==> src/rtl/pool_allocator_exact_fit_reuse_defines.svh <==
// Assertion macros shared by the pool allocator RTL.
// Depends on: the using module having clk and rst_n in scope.
`ifndef POOL_ALLOCATOR_EXACT_FIT_REUSE_DEFINES_SVH
`define POOL_ALLOCATOR_EXACT_FIT_REUSE_DEFINES_SVH

// Condition that must hold at every clock edge out of reset
`define PAE_ASSERT_ALWAYS(label, cond, msg) \
    label: assert property (@(posedge clk) disable iff (!rst_n) (cond)) \
        else $error(msg);

// Same-cycle implication
`define PAE_ASSERT_IMPLY(label, ante, cons, msg) \
    label: assert property (@(posedge clk) disable iff (!rst_n) (ante) |-> (cons)) \
        else $error(msg);

// Next-cycle implication
`define PAE_ASSERT_NEXT(label, ante, cons, msg) \
    label: assert property (@(posedge clk) disable iff (!rst_n) (ante) |=> (cons)) \
        else $error(msg);

`endif

==> src/rtl/pae_pkg.sv <==
// Package for the pool allocator: field widths, codes, payload types.
// No dependencies.
package pae_pkg;

    localparam int ADDR_W  = 12;
    localparam int LEN_W   = 12;
    localparam int TOTAL_W = 12;

    localparam int POOL_BYTES_DEF   = 4096;
    localparam int HEADER_BYTES_DEF = 16;
    localparam int MAX_BLOCKS_DEF   = 64;

    localparam logic ACT_ALLOC = 1'b0;
    localparam logic ACT_FREE  = 1'b1;

    typedef enum logic [1:0] {
        ST_OK        = 2'd0,
        ST_BAD_SIZE  = 2'd1,
        ST_NO_SPACE  = 2'd2,
        ST_NOT_ALLOC = 2'd3
    } status_t;

    typedef struct packed {
        logic              action;
        logic [LEN_W-1:0]  request_bytes;
        logic [ADDR_W-1:0] free_address;
    } req_t;

    typedef struct packed {
        status_t            status;
        logic [ADDR_W-1:0]  block_address;
        logic [TOTAL_W-1:0] bytes_in_use;
    } rsp_t;

endpackage

==> src/rtl/pae_ifs.sv <==
// Valid/ready channel interfaces for allocator requests and results.
// Depends on: pae_pkg.
interface pae_req_if;
    logic          valid;
    logic          ready;
    pae_pkg::req_t data;

    modport source (output valid, output data, input ready);
    modport sink (input valid, input data, output ready);
endinterface

interface pae_rsp_if;
    logic          valid;
    logic          ready;
    pae_pkg::rsp_t data;

    modport source (output valid, output data, input ready);
    modport sink (input valid, input data, output ready);
endinterface

==> src/rtl/pae_table.sv <==
// Block table memory: one write port, one registered read port.
// Depends on: pae_pkg (length width).
module pae_table #(
    parameter int DEPTH  = pae_pkg::MAX_BLOCKS_DEF,
    parameter int OFFS_W = 12
) (
    input  logic                     clk,
    input  logic                     wr_en,
    input  logic [$clog2(DEPTH)-1:0] wr_idx,
    input  logic [OFFS_W-1:0]        wr_offset,
    input  logic [pae_pkg::LEN_W-1:0] wr_length,
    input  logic                     wr_alloc,
    input  logic [$clog2(DEPTH)-1:0] wr_rank,
    input  logic [$clog2(DEPTH)-1:0] rd_idx,
    output logic [OFFS_W-1:0]        rd_offset,
    output logic [pae_pkg::LEN_W-1:0] rd_length,
    output logic                     rd_alloc,
    output logic [$clog2(DEPTH)-1:0] rd_rank
);

    localparam int IDX_W  = $clog2(DEPTH);
    localparam int WORD_W = OFFS_W + pae_pkg::LEN_W + 1 + IDX_W;

    logic [WORD_W-1:0] mem_reg [DEPTH];
    logic [WORD_W-1:0] rd_word_reg;

    // Write and registered read
    always_ff @(posedge clk)
    begin
        if (wr_en)
        begin
            mem_reg[wr_idx] <= {wr_offset, wr_length, wr_alloc, wr_rank};
        end
        rd_word_reg <= mem_reg[rd_idx];
    end

    assign {rd_offset, rd_length, rd_alloc, rd_rank} = rd_word_reg;

endmodule

==> src/rtl/pool_allocator_exact_fit_reuse.sv <==
// Pool allocator top level: bump allocation with exact-fit reuse of freed blocks.
// Depends on: pae_pkg, pae_ifs, pae_table, pool_allocator_exact_fit_reuse_defines.svh.
//
//  channel | dir | payload                                   | accepted when
//  --------+-----+-------------------------------------------+-------------------
//  req     | in  | action, request_bytes, free_address       | req.valid & ready
//  rsp     | out | status, block_address, bytes_in_use       | rsp.valid & ready
//
// A request walks the block table through the single table read port, one entry
// per cycle over the table entries in use (at most MAX_BLOCKS); when a freed block
// is reused, a second pass over the table renumbers the free order.
// One request at a time; req.ready is high only while the sequencer is idle.
// The result sits in an output register; a stalled rsp holds the sequencer
// in its final state. Reset is asynchronous; the table needs no clearing.
`include "pool_allocator_exact_fit_reuse_defines.svh"

module pool_allocator_exact_fit_reuse #(
    parameter int POOL_BYTES   = pae_pkg::POOL_BYTES_DEF,
    parameter int HEADER_BYTES = pae_pkg::HEADER_BYTES_DEF,
    parameter int MAX_BLOCKS   = pae_pkg::MAX_BLOCKS_DEF
) (
    input  logic         clk,
    input  logic         rst_n,
    pae_req_if.sink      req,
    pae_rsp_if.source    rsp
);

    localparam int ADDR_W  = pae_pkg::ADDR_W;
    localparam int LEN_W   = pae_pkg::LEN_W;
    localparam int TOTAL_W = pae_pkg::TOTAL_W;
    localparam int IDX_W   = $clog2(MAX_BLOCKS);
    localparam int CNT_W   = $clog2(MAX_BLOCKS + 1);
    localparam int OFFS_W  = $clog2(POOL_BYTES);
    localparam int BUMP_W  = $clog2(POOL_BYTES + 1);
    localparam int NEED_W  = $clog2(POOL_BYTES + HEADER_BYTES + (1 << LEN_W));
    localparam int CMP_W   = (OFFS_W > ADDR_W) ? OFFS_W : ADDR_W;

    typedef enum logic [3:0] {
        S_IDLE = 4'b0001,
        S_FIND = 4'b0010,
        S_FIX  = 4'b0100,
        S_DONE = 4'b1000
    } state_t;

    // Control state
    state_t             state_reg, state_next;
    logic [CNT_W-1:0]   entry_count_reg, entry_count_next;
    logic [CNT_W-1:0]   free_count_reg, free_count_next;
    logic [BUMP_W-1:0]  bump_reg, bump_next;
    logic [TOTAL_W-1:0] in_use_reg, in_use_next;
    logic [CNT_W-1:0]   rd_idx_reg, rd_idx_next;
    logic               pv_reg, pv_next;
    logic               found_reg, found_next;
    logic               out_valid_reg, out_valid_next;

    // Request and scan payload
    logic                act_reg, act_next;
    logic [LEN_W-1:0]    size_reg, size_next;
    logic [ADDR_W-1:0]   addr_reg, addr_next;
    logic [IDX_W-1:0]    pidx_reg, pidx_next;
    logic [IDX_W-1:0]    best_idx_reg, best_idx_next;
    logic [IDX_W-1:0]    best_rank_reg, best_rank_next;
    logic [OFFS_W-1:0]   best_ofs_reg, best_ofs_next;
    logic [LEN_W-1:0]    best_len_reg, best_len_next;
    pae_pkg::status_t    res_status_reg, res_status_next;
    logic [ADDR_W-1:0]   res_addr_reg, res_addr_next;
    pae_pkg::rsp_t       out_reg, out_next;

    // Table ports
    logic                tbl_wr_en;
    logic [IDX_W-1:0]    tbl_wr_idx;
    logic [OFFS_W-1:0]   tbl_wr_offset;
    logic [LEN_W-1:0]    tbl_wr_length;
    logic                tbl_wr_alloc;
    logic [IDX_W-1:0]    tbl_wr_rank;
    logic [OFFS_W-1:0]   rd_offset;
    logic [LEN_W-1:0]    rd_length;
    logic                rd_alloc;
    logic [IDX_W-1:0]    rd_rank;

    // Shared compare and add terms
    logic                issue;
    logic [NEED_W-1:0]   need;
    logic [NEED_W-1:0]   new_ofs;
    logic                fits;
    logic                table_full;
    logic                alloc_hit;
    logic                free_hit;

    pae_table #(
        .DEPTH  (MAX_BLOCKS),
        .OFFS_W (OFFS_W)
    ) u_table (
        .clk       (clk),
        .wr_en     (tbl_wr_en),
        .wr_idx    (tbl_wr_idx),
        .wr_offset (tbl_wr_offset),
        .wr_length (tbl_wr_length),
        .wr_alloc  (tbl_wr_alloc),
        .wr_rank   (tbl_wr_rank),
        .rd_idx    (rd_idx_reg[IDX_W-1:0]),
        .rd_offset (rd_offset),
        .rd_length (rd_length),
        .rd_alloc  (rd_alloc),
        .rd_rank   (rd_rank)
    );

    assign issue      = rd_idx_reg < entry_count_reg;
    assign new_ofs    = NEED_W'(bump_reg) + NEED_W'(HEADER_BYTES);
    assign need       = new_ofs + NEED_W'(size_reg);
    assign fits       = need <= NEED_W'(POOL_BYTES);
    assign table_full = entry_count_reg == CNT_W'(MAX_BLOCKS);

    // Oldest free block of exactly the requested size
    assign alloc_hit = pv_reg && !rd_alloc && (rd_length == size_reg)
                       && (!found_reg || (rd_rank < best_rank_reg));
    // First allocated block at the freed address
    assign free_hit  = pv_reg && rd_alloc && !found_reg
                       && (CMP_W'(rd_offset) == CMP_W'(addr_reg));

    assign req.ready = (state_reg == S_IDLE);
    assign rsp.valid = out_valid_reg;
    assign rsp.data  = out_reg;

    // Sequencer
    always_comb
    begin
        state_next       = state_reg;
        entry_count_next = entry_count_reg;
        free_count_next  = free_count_reg;
        bump_next        = bump_reg;
        in_use_next      = in_use_reg;
        rd_idx_next      = rd_idx_reg;
        pv_next          = pv_reg;
        found_next       = found_reg;
        out_valid_next   = out_valid_reg && !rsp.ready;
        act_next         = act_reg;
        size_next        = size_reg;
        addr_next        = addr_reg;
        pidx_next        = pidx_reg;
        best_idx_next    = best_idx_reg;
        best_rank_next   = best_rank_reg;
        best_ofs_next    = best_ofs_reg;
        best_len_next    = best_len_reg;
        res_status_next  = res_status_reg;
        res_addr_next    = res_addr_reg;
        out_next         = out_reg;
        tbl_wr_en        = 1'b0;
        tbl_wr_idx       = best_idx_reg;
        tbl_wr_offset    = rd_offset;
        tbl_wr_length    = rd_length;
        tbl_wr_alloc     = 1'b1;
        tbl_wr_rank      = '0;

        unique case (state_reg)
            S_IDLE:
            begin
                if (req.valid)
                begin
                    act_next    = req.data.action;
                    size_next   = req.data.request_bytes;
                    addr_next   = req.data.free_address;
                    rd_idx_next = '0;
                    pv_next     = 1'b0;
                    found_next  = 1'b0;
                    if ((req.data.action == pae_pkg::ACT_ALLOC)
                        && (req.data.request_bytes == '0))
                    begin
                        res_status_next = pae_pkg::ST_BAD_SIZE;
                        res_addr_next   = '0;
                        state_next      = S_DONE;
                    end
                    else
                    begin
                        state_next = S_FIND;
                    end
                end
            end

            S_FIND:
            begin
                if (issue)
                begin
                    rd_idx_next = rd_idx_reg + CNT_W'(1);
                end
                pv_next   = issue;
                pidx_next = rd_idx_reg[IDX_W-1:0];

                if ((act_reg == pae_pkg::ACT_ALLOC) && alloc_hit)
                begin
                    found_next     = 1'b1;
                    best_idx_next  = pidx_reg;
                    best_rank_next = rd_rank;
                    best_ofs_next  = rd_offset;
                end
                if ((act_reg == pae_pkg::ACT_FREE) && free_hit)
                begin
                    found_next    = 1'b1;
                    best_idx_next = pidx_reg;
                    best_ofs_next = rd_offset;
                    best_len_next = rd_length;
                end

                // Whole table seen: decide
                if (!issue && !pv_reg)
                begin
                    res_addr_next = '0;
                    if (act_reg == pae_pkg::ACT_FREE)
                    begin
                        if (found_reg)
                        begin
                            tbl_wr_en       = 1'b1;
                            tbl_wr_idx      = best_idx_reg;
                            tbl_wr_offset   = best_ofs_reg;
                            tbl_wr_length   = best_len_reg;
                            tbl_wr_alloc    = 1'b0;
                            tbl_wr_rank     = IDX_W'(free_count_reg);
                            free_count_next = free_count_reg + CNT_W'(1);
                            in_use_next     = in_use_reg - TOTAL_W'(best_len_reg);
                            res_status_next = pae_pkg::ST_OK;
                        end
                        else
                        begin
                            res_status_next = pae_pkg::ST_NOT_ALLOC;
                        end
                        state_next = S_DONE;
                    end
                    else if (found_reg)
                    begin
                        rd_idx_next = '0;
                        pv_next     = 1'b0;
                        state_next  = S_FIX;
                    end
                    else if (!fits || table_full)
                    begin
                        res_status_next = pae_pkg::ST_NO_SPACE;
                        state_next      = S_DONE;
                    end
                    else
                    begin
                        tbl_wr_en        = 1'b1;
                        tbl_wr_idx       = entry_count_reg[IDX_W-1:0];
                        tbl_wr_offset    = OFFS_W'(new_ofs);
                        tbl_wr_length    = size_reg;
                        tbl_wr_alloc     = 1'b1;
                        tbl_wr_rank      = '0;
                        entry_count_next = entry_count_reg + CNT_W'(1);
                        bump_next        = BUMP_W'(need);
                        in_use_next      = in_use_reg + TOTAL_W'(size_reg);
                        res_status_next  = pae_pkg::ST_OK;
                        res_addr_next    = ADDR_W'(new_ofs);
                        state_next       = S_DONE;
                    end
                end
            end

            S_FIX:
            begin
                if (issue)
                begin
                    rd_idx_next = rd_idx_reg + CNT_W'(1);
                end
                pv_next   = issue;
                pidx_next = rd_idx_reg[IDX_W-1:0];

                // Reclaim the chosen block, close the gap in the free order
                if (pv_reg)
                begin
                    tbl_wr_idx = pidx_reg;
                    if (pidx_reg == best_idx_reg)
                    begin
                        tbl_wr_en    = 1'b1;
                        tbl_wr_alloc = 1'b1;
                        tbl_wr_rank  = '0;
                    end
                    else if (!rd_alloc && (rd_rank > best_rank_reg))
                    begin
                        tbl_wr_en    = 1'b1;
                        tbl_wr_alloc = 1'b0;
                        tbl_wr_rank  = rd_rank - IDX_W'(1);
                    end
                end

                if (!issue && !pv_reg)
                begin
                    if (free_count_reg != '0)
                    begin
                        free_count_next = free_count_reg - CNT_W'(1);
                    end
                    in_use_next     = in_use_reg + TOTAL_W'(size_reg);
                    res_status_next = pae_pkg::ST_OK;
                    res_addr_next   = ADDR_W'(best_ofs_reg);
                    state_next      = S_DONE;
                end
            end

            S_DONE:
            begin
                if (!out_valid_reg || rsp.ready)
                begin
                    out_valid_next         = 1'b1;
                    out_next.status        = res_status_reg;
                    out_next.block_address = res_addr_reg;
                    out_next.bytes_in_use  = in_use_reg;
                    state_next             = S_IDLE;
                end
            end

            default:
            begin
                state_next = S_IDLE;
            end
        endcase
    end

    // Control registers
    always_ff @(posedge clk or negedge rst_n)
    begin
        if (!rst_n)
        begin
            state_reg       <= S_IDLE;
            entry_count_reg <= '0;
            free_count_reg  <= '0;
            bump_reg        <= '0;
            in_use_reg      <= '0;
            rd_idx_reg      <= '0;
            pv_reg          <= 1'b0;
            found_reg       <= 1'b0;
            out_valid_reg   <= 1'b0;
        end
        else
        begin
            state_reg       <= state_next;
            entry_count_reg <= entry_count_next;
            free_count_reg  <= free_count_next;
            bump_reg        <= bump_next;
            in_use_reg      <= in_use_next;
            rd_idx_reg      <= rd_idx_next;
            pv_reg          <= pv_next;
            found_reg       <= found_next;
            out_valid_reg   <= out_valid_next;
        end
    end

    // Payload registers
    always_ff @(posedge clk)
    begin
        act_reg        <= act_next;
        size_reg       <= size_next;
        addr_reg       <= addr_next;
        pidx_reg       <= pidx_next;
        best_idx_reg   <= best_idx_next;
        best_rank_reg  <= best_rank_next;
        best_ofs_reg   <= best_ofs_next;
        best_len_reg   <= best_len_next;
        res_status_reg <= res_status_next;
        res_addr_reg   <= res_addr_next;
        out_reg        <= out_next;
    end

    // Checks
    `PAE_ASSERT_ALWAYS(a_free_le_entries, free_count_reg <= entry_count_reg, "free count exceeds table entries")
    `PAE_ASSERT_ALWAYS(a_bump_in_pool, int'(bump_reg) <= POOL_BYTES, "bump pointer beyond pool")
    `PAE_ASSERT_IMPLY(a_wr_in_scan, tbl_wr_en, (state_reg == S_FIND) || (state_reg == S_FIX), "table write outside a scan")
    `PAE_ASSERT_NEXT(a_accept_starts, req.valid && req.ready, (state_reg == S_FIND) || (state_reg == S_DONE), "accepted request did not start")
    `PAE_ASSERT_NEXT(a_count_grows, 1'b1, entry_count_reg >= $past(entry_count_reg), "table entry count shrank")

endmodule
==> src/flat_wrapper.sv <==
// flat-port wrapper written by rule: the top's interface ports become plain ports
module pool_allocator_exact_fit_reuse_flat 
#(
    parameter int POOL_BYTES   = pae_pkg::POOL_BYTES_DEF,
    parameter int HEADER_BYTES = pae_pkg::HEADER_BYTES_DEF,
    parameter int MAX_BLOCKS   = pae_pkg::MAX_BLOCKS_DEF
)
  (clk, rst_n, req_valid, req_data, req_ready, rsp_valid, rsp_data, rsp_ready);
  pae_req_if req_i ();
  pae_rsp_if rsp_i ();
  input  logic clk;
  input  logic rst_n;
  input wire logic [$bits(req_i.valid)-1:0] req_valid;
  input wire logic [$bits(req_i.data)-1:0] req_data;
  output wire logic [$bits(req_i.ready)-1:0] req_ready;
  output wire logic [$bits(rsp_i.valid)-1:0] rsp_valid;
  output wire logic [$bits(rsp_i.data)-1:0] rsp_data;
  input wire logic [$bits(rsp_i.ready)-1:0] rsp_ready;
  assign req_i.valid = req_valid;
  assign req_i.data = req_data;
  assign req_ready = req_i.ready;
  assign rsp_valid = rsp_i.valid;
  assign rsp_data = rsp_i.data;
  assign rsp_i.ready = rsp_ready;
  pool_allocator_exact_fit_reuse #(.POOL_BYTES(POOL_BYTES), .HEADER_BYTES(HEADER_BYTES), .MAX_BLOCKS(MAX_BLOCKS)) u_core (.clk(clk), .rst_n(rst_n), .req(req_i), .rsp(rsp_i));
endmodule
==> config.mk <==
export PLATFORM = sky130hd
export DESIGN_NAME = pool_allocator_exact_fit_reuse_flat
export DESIGN_NICKNAME = d
export VERILOG_FILES = /design/src/rtl/pae_pkg.sv /design/src/rtl/pae_ifs.sv /design/src/rtl/pae_table.sv /design/src/rtl/pool_allocator_exact_fit_reuse.sv /design/src/flat_wrapper.sv
export VERILOG_INCLUDE_DIRS = /design/src /design/src/rtl
export SDC_FILE = /design/constraint.sdc
export NUM_CORES = 2
export LEC_CHECK = 0
export BUFFER_PORTS_ARGS = -buffer_cell sky130_fd_sc_hd__buf_2
export CAP_MARGIN = 10
export CORE_MARGIN = 4
export CORE_UTILIZATION = 63
export CTS_CLUSTER_DIAMETER = 50
export DETAILED_ROUTE_END_ITERATION = 6
export PLACE_DENSITY = 0.79
export SLEW_MARGIN = 20
export SYNTH_ARGS = -nofsm -noshare
export SYNTH_HDL_FRONTEND = slang
export SYNTH_SLANG_ARGS = --single-unit
==> constraint.sdc <==
create_clock -name clk -period 7.65 [get_ports clk]
set_input_delay 0.3825 -clock clk [delete_from_list [all_inputs] [get_ports clk]]
set_output_delay 0.3825 -clock clk [all_outputs]
set_load 0.01 [all_outputs]
==> flow_metrics.py <==
metrics = {
    "status": {
        "outcome": "finished clean",
    },
    "synthesis": {
        "synth.yosys.warnings": 0,
        "synth_top_flop_cell": "sky130_fd_sc_hd__edfxtp_1",
        "syn-cell-area_um2": 85350,
        "synthArstFlopShare": 0.02437,
        "synth-compound-area-share": 0.02079,
        "synth_simple_gate_area_share": 0.01787,
        "combinational_family_with_the_most_area_after_synthesis": "multiplexers",
        "ys_seq_area_frac": 0.7585,
        "muxShareOfSynthArea": 0.1746,
        "distinct_cell_type_count_of_the_synthesized_netlist": 75,
        "yosys.area_share.xor_xnor": 0.008825,
        "adder_and_majority_gate_portion_of_the_synthesized_area": 0.009587,
        "synth_cells": 3786,
        "ys_seq_elements": 2175,
        "synth_edf_count": 2091,
        "syn_nets": 3878,
        "post_synth.cell_area_avg_um2": 22.54,
    },
    "worst_setup_path": {
        "r2r_cells": 15,
        "crit_slowest_cell": "sky130_fd_sc_hd__nor2_4",
        "data_arrival_time_at_the_worst_slack_endpoint_ps": 7330,
        "crit_path_start_kind": "flop",
        "worstSetupPathType": "flop to flop",
        "cp_data_required_time_ps": 8100,
        "crit_end_element": "flop",
        "crit_path_max_fanout": 31,
        "timing.critical_path.cells": "nand3_1, nor2_1, xor2_1, ha_1, a21oi_1, nor2b_1, xnor2_1, nand3b_1, a2111o_1, or4_4, a211oi_4, a21boi_1, o21ai_1, nand4_2, nor2_4",
        "reg2reg_from": "u_core.bump_reg[6]$_DFFE_PN0P_",
        "timing.critical_path.max_delay_family": "simple AND/OR/NAND/NOR gates",
        "rr_endpoint": "u_core.u_table.mem_reg[34][14]$_DFFE_PP_",
        "cp_slowest_stage_delay_ps": 1220,
        "critical_path_depth": 15,
        "critical_path.n_buffers_inverters": 0,
        "setup.worst_path.end": "u_core.u_table.mem_reg[34][14]$_DFFE_PP_",
        "timing_startpoint_of_the_critical_path": "u_core.bump_reg[6]$_DFFE_PN0P_",
        "worst-r2r-setup-slack_ps": 770,
    },
    "timing": {
        "final.min_clock_period_ps": 6883,
        "worst_clock_skew_ps": 46.29,
        "layout_worst_path_cycle_share": 0.8998,
        "drv_slew": 0,
        "setup-tns-final_ps": 0,
        "rsz0062_at_grt": "no",
        "fin_hold_ws_ps": 261.7,
        "setup_violations": 0,
        "fmax_mhz": 145.3,
        "max_slew.worst_pin.slew_ps": 1189,
        "hold_viol_final": 0,
        "max_slew_margin": 0.2075,
    },
    "detailed_routing": {
        "route.detailed.wl_per_inst_um": 40.15,
        "postRouteAntennaNets": 0,
        "drc_errors": 0,
        "detail_route.vias_per_cell": 7.288,
        "first_pass_iters": 5,
        "vias": 43630,
        "detail_route.iter0.violations": 7247,
        "routed_wl_mm": 240.4,
    },
    "cts": {
        "cts_buffers": 207,
        "clk_root_buffer_cell": "sky130_fd_sc_hd__clkbuf_16",
        "worst_setup_hold_path_clk_slew_ps": 70,
        "post_cts_hold_buffer_count": 28,
        "ctsHtreeMaxLevel": 4,
        "cts.repair_timing.setup_buffer_count": 0,
        "clkLatencyLatePin_ps": 850,
        "cts_buffer_depth": 3,
        "cts_resized": 0,
        "clock_sinks": 2175,
        "tritoncts": "built",
    },
    "die": {
        "fp-row-count": 134,
        "floorplan_core_area_um2": 134000,
        "die_area_um2": 141400,
        "die_w_um": 376.1,
        "top_level_ports": 57,
        "initial_util": 0.6371,
        "fp.dieH_um": 376.1,
    },
    "finish": {
        "layout.cells.most_common_list": "sky130_fd_sc_hd__edfxtp_1, sky130_fd_sc_hd__mux4_2, sky130_fd_sc_hd__clkbuf_16",
        "fin_util": 0.7184,
        "area_growth_pct": 12.75,
        "finalNetCount": 4114,
        "layout-drive-gt1-share": 0.3090,
        "layout_commonest_cell": "sky130_fd_sc_hd__edfxtp_1",
        "largest_register_ffs": 1984,
    },
    "pwr": {
        "net_switching_power_mw": 9.873,
        "clock_power_share": 0.314,
        "power.share.sequential": 0.467,
        "report.power.total_mw": 32.87,
        "ir_drop_mv": 0.3210,
        "power.switching_fraction": 0.3004,
        "combPwrFrac": 0.219,
        "cellInternalPower_mw": 22.99,
        "p_per_area_nw_per_um2": 341.5,
        "leakagePower_nw": 28.90,
    },
    "placed_design": {
        "routability_congestion_estimate": 0.9087,
        "detailedPlacementHpwl_mm": 137.2,
        "io_buffer_count": 56,
    },
    "global_routing": {
        "wire_length_of_the_first_global_routing_pass_mm": 338.2,
        "grt_antenna_before_repair": 42,
        "grt_util_all_layers": 0.3464,
        "grt_pass1_vias": 43050,
        "grt_ovf": 0,
        "pin_count_of_the_biggest_net_entering_global_routing": 159,
    },
    "worst_hold_path": {
        "worstHoldPathType": "input port to flop",
    },
    "job": {
        "max-cap-violations": 0,
    },
}
==> power groups by stage <==
| stage | Clock, mW | Sequential, mW | Combinational [mW] |
|---|---|---|---|
| 3_5_place_dp | 0 | 15.6 | 6.88 |
| 5_1_grt | 11.0 | 15.4 | 7.47 |
| 3_3_place_gp | 0 | 15.6 | 6.61 |
| 6_report | 10.3 | 15.3 | 7.19 |
| 4_1_cts | 10.4 | 15.3 | 7.03 |
| 2_1_floorplan | 0 | 15.6 | 3.83 |
==> metrics by stage <==
step           instance area (um^2)  setup slack (ps)  std cells
4_1_cts                       96120             897.6       5966
5_1_grt                       96200             601.5       5971
2_1_floorplan                 85350             723.3       3786
6_report                      96240             766.8       5987
3_5_place_dp                  89060              1083       5551
3_3_place_gp                  88950              1191       5547
==> metal layers <==
metal  wire [um]  global-route usage
met4       17230              0.2020
met2      115500              0.5381
met3       28500             0.08666
met1       79060              0.4552
met5          91                   0
==> cell type report <==
type	count	area [um^2]
inverters	43	161.4
diodes	19	47.55
multi-input cells	1390	20620
well taps	1768	2212
clock inverters	123	1245
repair buffers	205	1664
flip-flops and latches	2175	64760
fillers	7101	37720
clock buffers	264	5529
==> synth_stat cells, types with 9 or more instances <==
cell type,number,area [um^2]
sky130_fd_sc_hd__nor2_1,122,457.9
sky130_fd_sc_hd__a221o_1,9,90.09
sky130_fd_sc_hd__nor3_1,23,115.1
sky130_fd_sc_hd__nand3_1,14,70.07
sky130_fd_sc_hd__buf_1,43,161.4
sky130_fd_sc_hd__nand4_1,17,106.4
sky130_fd_sc_hd__xor2_1,36,315.3
sky130_fd_sc_hd__a22oi_1,42,315.3
sky130_fd_sc_hd__dfxtp_1,31,620.6
sky130_fd_sc_hd__mux4_2,651,14660
sky130_fd_sc_hd__ha_1,59,738.2
sky130_fd_sc_hd__a21oi_1,34,170.2
sky130_fd_sc_hd__edfxtp_1,2091,62790
sky130_fd_sc_hd__mux2_2,17,191.4
sky130_fd_sc_hd__a211oi_1,9,67.56
sky130_fd_sc_hd__o21ai_0,70,350.3
sky130_fd_sc_hd__a21o_1,13,97.59
sky130_fd_sc_hd__clkbuf_1,131,491.7
sky130_fd_sc_hd__xnor2_1,50,437.9
sky130_fd_sc_hd__dfrtp_1,52,1301
sky130_fd_sc_hd__a22o_1,15,131.4
sky130_fd_sc_hd__nand2_1,85,319.1
sky130_fd_sc_hd__nor4_1,9,56.30
sky130_fd_sc_hd__inv_1,42,157.7
==> cells by family (layout without fill, tap and decap cells) <==
family / count (synthesis) / count (layout)
simple gates: 321 / 321
buf+inv: 221 / 635
fa+ha+maj: 63 / 63
mux: 673 / 673
xor+xnor: 86 / 86
other cells: 0 / 19
flops: 2175 / 2175
compound gates: 247 / 247
==> worst min path at each step <==
stage	from	endpoint	slack, ps	depth (start not counted)
2_1_floorplan	rst_n	u_core.bump_reg[0]$_DFFE_PN0P_	90	0
3_3_place_gp	u_core.res_addr_reg[0]$_DFFE_PP_	u_core.rsp.data[12]$_DFFE_PP_	400	0
3_5_place_dp	u_core.res_addr_reg[1]$_DFFE_PP_	u_core.rsp.data[13]$_DFFE_PP_	400	0
4_1_cts	req_data[1]	u_core.addr_reg[1]$_DFFE_PP_	200	2
5_1_grt	req_data[4]	u_core.addr_reg[4]$_DFFE_PP_	240	2
6_report	req_data[11]	u_core.addr_reg[11]$_DFFE_PP_	260	2
==> worst register-to-register path: stages, from the launching register on <==
cell and delay, ps:
sky130_fd_sc_hd__dfrtp_1 420, sky130_fd_sc_hd__nand3_1 150, sky130_fd_sc_hd__nor2_1 180, sky130_fd_sc_hd__xor2_1 490, sky130_fd_sc_hd__ha_1 330, sky130_fd_sc_hd__a21oi_1 290, sky130_fd_sc_hd__nor2b_1 220, sky130_fd_sc_hd__xnor2_1 140
sky130_fd_sc_hd__nand3b_1 120, sky130_fd_sc_hd__a2111o_1 420, sky130_fd_sc_hd__or4_4 470, sky130_fd_sc_hd__a211oi_4 490, sky130_fd_sc_hd__a21boi_1 190, sky130_fd_sc_hd__o21ai_1 390, sky130_fd_sc_hd__nand4_2 960, sky130_fd_sc_hd__nor2_4 1230
No activity file was read; power rests on OpenSTA's default activity.
